--- config.mk ---
export PLATFORM = sky130hd
export DESIGN_NAME = snfc_ctrl
export DESIGN_NICKNAME = d
export VERILOG_FILES = /design/src/rtl/core/snfc_pkg.sv /design/src/rtl/core/snfc_ctrl.sv
export SDC_FILE = /design/constraint.sdc
export NUM_CORES = 1
export LEC_CHECK = 0
export ABC_CLOCK_PERIOD_IN_PS = 2850
export BUFFER_PORTS_ARGS = -buffer_cell sky130_fd_sc_hd__clkbuf_2
export CORE_UTILIZATION = 35
export DETAILED_ROUTE_END_ITERATION = 10
export GPL_ROUTABILITY_DRIVEN = 0
export SLEW_MARGIN = 0
export SYNTH_ARGS = -nofsm -noshare
export SYNTH_HDL_FRONTEND = slang
export SYNTH_SLANG_ARGS = --single-unit
export TNS_END_PERCENT = 1
--- constraint.sdc ---
create_clock -name clk -period 2.85 [get_ports clk]
set_input_delay 0.57 -clock clk [delete_from_list [all_inputs] [get_ports clk]]
set_output_delay 0.57 -clock clk [all_outputs]
set_load 0.01 [all_outputs]
--- src/rtl/core/snfc_pkg.sv ---
package snfc_pkg;

    localparam int FLASH_BYTES = 1048576;
    localparam int AW          = $clog2(FLASH_BYTES);
    localparam int CW          = AW + 1;
    localparam int CAP_CODE    = AW;

    localparam logic       OP_READ  = 1'b0;
    localparam logic       OP_WRITE = 1'b1;

    localparam logic [5:0] REG_TRANS    = 6'd0;
    localparam logic [5:0] REG_OPCODE   = 6'd1;
    localparam logic [5:0] REG_DATA_LO  = 6'd2;
    localparam logic [5:0] REG_DATA_HI  = 6'd9;
    localparam logic [5:0] REG_MASTER   = 6'd10;
    localparam logic [5:0] REG_MOREBUF  = 6'd11;
    localparam logic [5:0] REG_POLARITY = 6'd14;

    localparam logic [7:0] CMD_RDID      = 8'h9F;
    localparam logic [7:0] CMD_RES       = 8'hAB;
    localparam logic [7:0] CMD_REMS      = 8'h90;
    localparam logic [7:0] CMD_RDID_ALT  = 8'h9E;
    localparam logic [7:0] CMD_RDSR      = 8'h05;
    localparam logic [7:0] CMD_WREN      = 8'h06;
    localparam logic [7:0] CMD_WRDI      = 8'h04;
    localparam logic [7:0] CMD_READ      = 8'h03;
    localparam logic [7:0] CMD_FAST_READ = 8'h0B;
    localparam logic [7:0] CMD_PP        = 8'h02;
    localparam logic [7:0] CMD_SE_4K     = 8'h20;
    localparam logic [7:0] CMD_BE_32K    = 8'h52;
    localparam logic [7:0] CMD_BE_64K    = 8'hD8;
    localparam logic [7:0] CMD_CE        = 8'hC7;

    localparam logic [7:0] MFR_ID   = 8'hEF;
    localparam logic [7:0] TYPE_ID  = 8'h40;
    localparam logic [7:0] ALT_ID   = 8'h16;

    typedef enum logic [2:0] {
        ST_CLEAR,
        ST_IDLE,
        ST_RD_REQ,
        ST_RD_CAP,
        ST_PG_REQ,
        ST_PG_WR,
        ST_ERASE
    } state_t;

    typedef enum logic [1:0] {
        JOB_NONE,
        JOB_READ,
        JOB_PROG,
        JOB_ERASE
    } job_t;

    typedef struct packed {
        logic          accept;
        logic          clear_wr;
        logic          rd_req;
        logic          rd_cap;
        logic          pg_wr;
        logic          er_wr;
        logic [CW-1:0] cnt;
    } ctl_t;

    typedef struct packed {
        job_t          job;
        logic [CW-1:0] len;
    } stat_t;

endpackage

--- src/rtl/core/snfc_ctrl.sv ---
module snfc_ctrl
    import snfc_pkg::*;
(
    input  logic  clk,
    input  logic  rst_n,
    input  logic  in_valid,
    output logic  in_ready,
    output logic  out_valid,
    input  logic  out_ready,
    input  stat_t stat,
    output ctl_t  ctl
);

    state_t        state_reg;
    state_t        state_next;
    logic [CW-1:0] cnt_reg;
    logic [CW-1:0] cnt_next;
    logic [CW-1:0] len_reg;
    logic [CW-1:0] len_next;
    logic          out_valid_reg;
    logic          out_valid_next;
    logic          accept;
    logic          last;

    assign in_ready = (state_reg == ST_IDLE) && !out_valid_reg;
    assign accept   = in_valid && in_ready;
    assign last     = cnt_reg == (len_reg - CW'(1));

    always_ff @(posedge clk or negedge rst_n)
    begin
        if (!rst_n)
        begin
            state_reg     <= ST_CLEAR;
            cnt_reg       <= '0;
            len_reg       <= '0;
            out_valid_reg <= 1'b0;
        end
        else
        begin
            state_reg     <= state_next;
            cnt_reg       <= cnt_next;
            len_reg       <= len_next;
            out_valid_reg <= out_valid_next;
        end
    end

    always_comb
    begin
        state_next     = state_reg;
        cnt_next       = cnt_reg;
        len_next       = len_reg;
        out_valid_next = accept ? 1'b1 : (out_ready ? 1'b0 : out_valid_reg);
        ctl            = '0;
        ctl.accept     = accept;
        ctl.cnt        = cnt_reg;
        case (state_reg)
            ST_CLEAR:
            begin
                ctl.clear_wr = 1'b1;
                if (cnt_reg == CW'(FLASH_BYTES - 1))
                begin
                    cnt_next   = '0;
                    state_next = ST_IDLE;
                end
                else
                    cnt_next = cnt_reg + CW'(1);
            end
            ST_IDLE:
            begin
                if (accept)
                begin
                    cnt_next = '0;
                    len_next = stat.len;
                    case (stat.job)
                        JOB_READ:  state_next = ST_RD_REQ;
                        JOB_PROG:  state_next = ST_PG_REQ;
                        JOB_ERASE: state_next = ST_ERASE;
                        default:   state_next = ST_IDLE;
                    endcase
                end
            end
            ST_RD_REQ:
            begin
                ctl.rd_req = 1'b1;
                state_next = ST_RD_CAP;
            end
            ST_RD_CAP:
            begin
                ctl.rd_cap = 1'b1;
                cnt_next   = cnt_reg + CW'(1);
                state_next = last ? ST_IDLE : ST_RD_REQ;
            end
            ST_PG_REQ:
            begin
                ctl.rd_req = 1'b1;
                state_next = ST_PG_WR;
            end
            ST_PG_WR:
            begin
                ctl.pg_wr  = 1'b1;
                cnt_next   = cnt_reg + CW'(1);
                state_next = last ? ST_IDLE : ST_PG_REQ;
            end
            ST_ERASE:
            begin
                ctl.er_wr  = 1'b1;
                cnt_next   = cnt_reg + CW'(1);
                state_next = last ? ST_IDLE : ST_ERASE;
            end
            default:
                state_next = ST_IDLE;
        endcase
    end

    assign out_valid = out_valid_reg;

endmodule

==> results.cfg <==
[yosys]
syn_area_um2 = 3040
synth-adder-area-share = 0.00824
yosys.area_share.simple = 0.314
yosysUniqueCellTypes = 60
synth.largest_area_cell = dfrtp_1
syn_nets = 389
synth_area_per_cell_um2 = 8.44
yosysTopAreaCellShare = 0.379
synth_seq_cells = 46
synth_compound_area_frac = 0.121
syn-instance-count = 360
synth_enable_flop_cells = 0
synth.top_cells.by_area = dfrtp_1 38%, nand2_1 8.7%, xnor2_1 7.8%
synthMuxAreaShare = 0
yosys_warnings = 0
synth_top_family_by_area = simple AND/OR/NAND/NOR gates
async_reset_ff_frac = 1.00
synth_flop_cell = dfrtp_1
synth-seq-area-share = 0.379
synthXorXnorAreaFrac = 0.132

[floorplanning]
row_count = 33
die_h_um = 95.1
die_x_um = 95.1
start_util = 0.366
die_area_um2 = 9050
core-area_um2 = 8300
ioPinCount = 56

[timing]
final.setup.tns_ns = 0
timing.hold.ws_ns = 0.220
finalSetupViolCount = 0
slew_headroom = 0.568
slew_viol_final = 0
fmax_ghz = 0.369
tightest_slew_ns = 0.639
post-route-period-util = 0.950
rsz0062_at_grt = false
worst_slack_ns = 0.143
finalHoldViolCount = 0
fin_crit_ns = 2.71
skew_ns = 0.00604

[drt]
drt-vias-per-instance = 5.20
routed-via-count = 2698
wl_met1_um = 3700
drtAntennaViolNets = 0
routed_wl_um = 7670
met2_length_um = 3550
wl_met3_um = 279
drt_first_pass_iters = 4
top_layer = met4
avgRoutedWirePerCell_um = 14.8
drcViolationCount = 0
detail_route.iter0.violations = 102

[finish]
multi_input_area_um2 = 1760
fin_area_um2 = 3540
areaGrowthSynthToFinish_pct = 16.4
instances_no_fill = 519
layout-drive-gt1-share = 0.227
final_util = 0.426
final_cell_mix = 70 x nand2_1, 55 x clkbuf_2, 46 x dfrtp_1
finalNetCount = 442
regArea_um2 = 1150
fillers = 824
final_common_cell = nand2_1
antenna_cells = 0

[grt]
grt_use_total = 0.180
antenna_found_initial = 0
grt_overflow = 0
grt_pass1_vias = 2561
grt_pass1_wl_um = 12600
grt_max_degree = 28

[cts]
clkLatencyLatePin_ns = 0.31
cts_tree = built
clkTransAtPathRegs_ns = 0.10
clock_path_buffers = 2
cts_max_level = 2
cts.sinks = 46
root_buffer = clkbuf_8
numCtsBuffers = 5

[place]
preCtsSetupSlack_ns = 0.0908
dp.cells = 510
dp_hpwl_um = 5910
io_buffers = 55
placed_area_um2 = 3430

[worst_hold_path]
hp-class = in2async

[power]
peakVddDrop_uv = 269
p_total_mw = 3.17
power.density_nw_per_um2 = 896
p_leak_nw = 1.63

[worst_setup_path]
worstSetupEndpoint = state_reg[1]
required_ns = 3.03
r2r_end = state_reg[1]
worstSetupEndpointType = flip-flop
r2r_slack_ns = 0.14
criticalPathCategory = reg2reg
critPathLaunch = len_reg[0]
reg2reg_from = len_reg[0]
worstPathArrival_ns = 2.89
path_max_fanout = 6
reg2reg_depth = 9
startpoint_type = flip-flop

[run]
max_cap_violations = 0

[run_status]
status = finished clean
==> logic make-up (layout without fill, tap and decap cells) <==
logic type                 Yosys count  in the layout
and+or+nand+nor                    186            186
AOI/OAI and AO/OA                   51             51
DFF                                 46             46
adders and majority gates            2              2
buffers and inverters               31             85
xor gates and xnor gates            44             44
==> cell type report <==
cell class                 instances  area share
clock inverter                     3     0.00637
inverter                           9     0.00955
multi-input combinational        283       0.496
clock buffer                       5      0.0195
tap                              105      0.0372
sequential                        46       0.326
timing repair buffer              68       0.105
==> cells in the mapped netlist, drive strengths merged, types with 2 or more instances <==
| master | number |
|---|---|
| a211oi | 2 |
| a21o | 5 |
| a21oi | 4 |
| a31oi | 2 |
| a41oi | 2 |
| and2 | 3 |
| and3 | 3 |
| and4 | 4 |
| buf | 8 |
| clkbuf | 14 |
| dfrtp | 46 |
| ha | 2 |
| inv | 8 |
| nand2 | 70 |
| nand2b | 6 |
| nand3 | 14 |
| nand4 | 9 |
| nor2 | 36 |
| nor2b | 7 |
| nor3 | 13 |
| nor4 | 6 |
| nor4b | 3 |
| o211ai | 3 |
| o21ai | 18 |
| o311ai | 2 |
| o31ai | 2 |
| o32ai | 3 |
| or2 | 2 |
| or3 | 2 |
| or4b | 2 |
| xnor2 | 29 |
| xor2 | 15 |
==> per-layer routing <==
metal,global-route usage,up-vias
li1,-,1343
met1,0.250,1287
met2,0.279,55
met5,0,-
met4,0.0657,0
met3,0.0303,13
==> power breakdown <==
part | internal [mW] | switching (mW) | leakage (nW)
clock | 0.178 | 0.251 | 0.0489
combinational | 0.701 | 0.884 | 0.981
sequential | 0.843 | 0.314 | 0.599
total | 1.72 | 1.45 | 1.63
==> how the worst min path moves through the flow <==
stage / start / to / slack, ns
final: rst_n / cnt_reg[1] / 0.22
after global routing: rst_n / cnt_reg[1] / 0.25
after CTS: rst_n / cnt_reg[1] / 0.24
after detailed placement: len_reg[20] / len_reg[20] / 0.50
after global placement: len_reg[20] / len_reg[20] / 0.49
after floorplan: rst_n / cnt_reg[0] / 0.27
==> worst max-delay path, cell delays in order, from the launching register on <==
cell and delay, ns:
dfrtp_1 0.42, inv_1 0.07, ha_1 0.21, buf_4 0.15, and2b_1 0.16, o311ai_0 0.49, nand3_1 0.13, or4_4 0.59
o32ai_2 0.23, o311ai_1 0.13
==> repair_timing <==
action                     4_1_cts  5_1_grt
setup endpoints to repair        0        2
setup buffers                    0        1
resized for setup                0        2
hold buffers                     0        0
(Power assumes the default switching activity.)
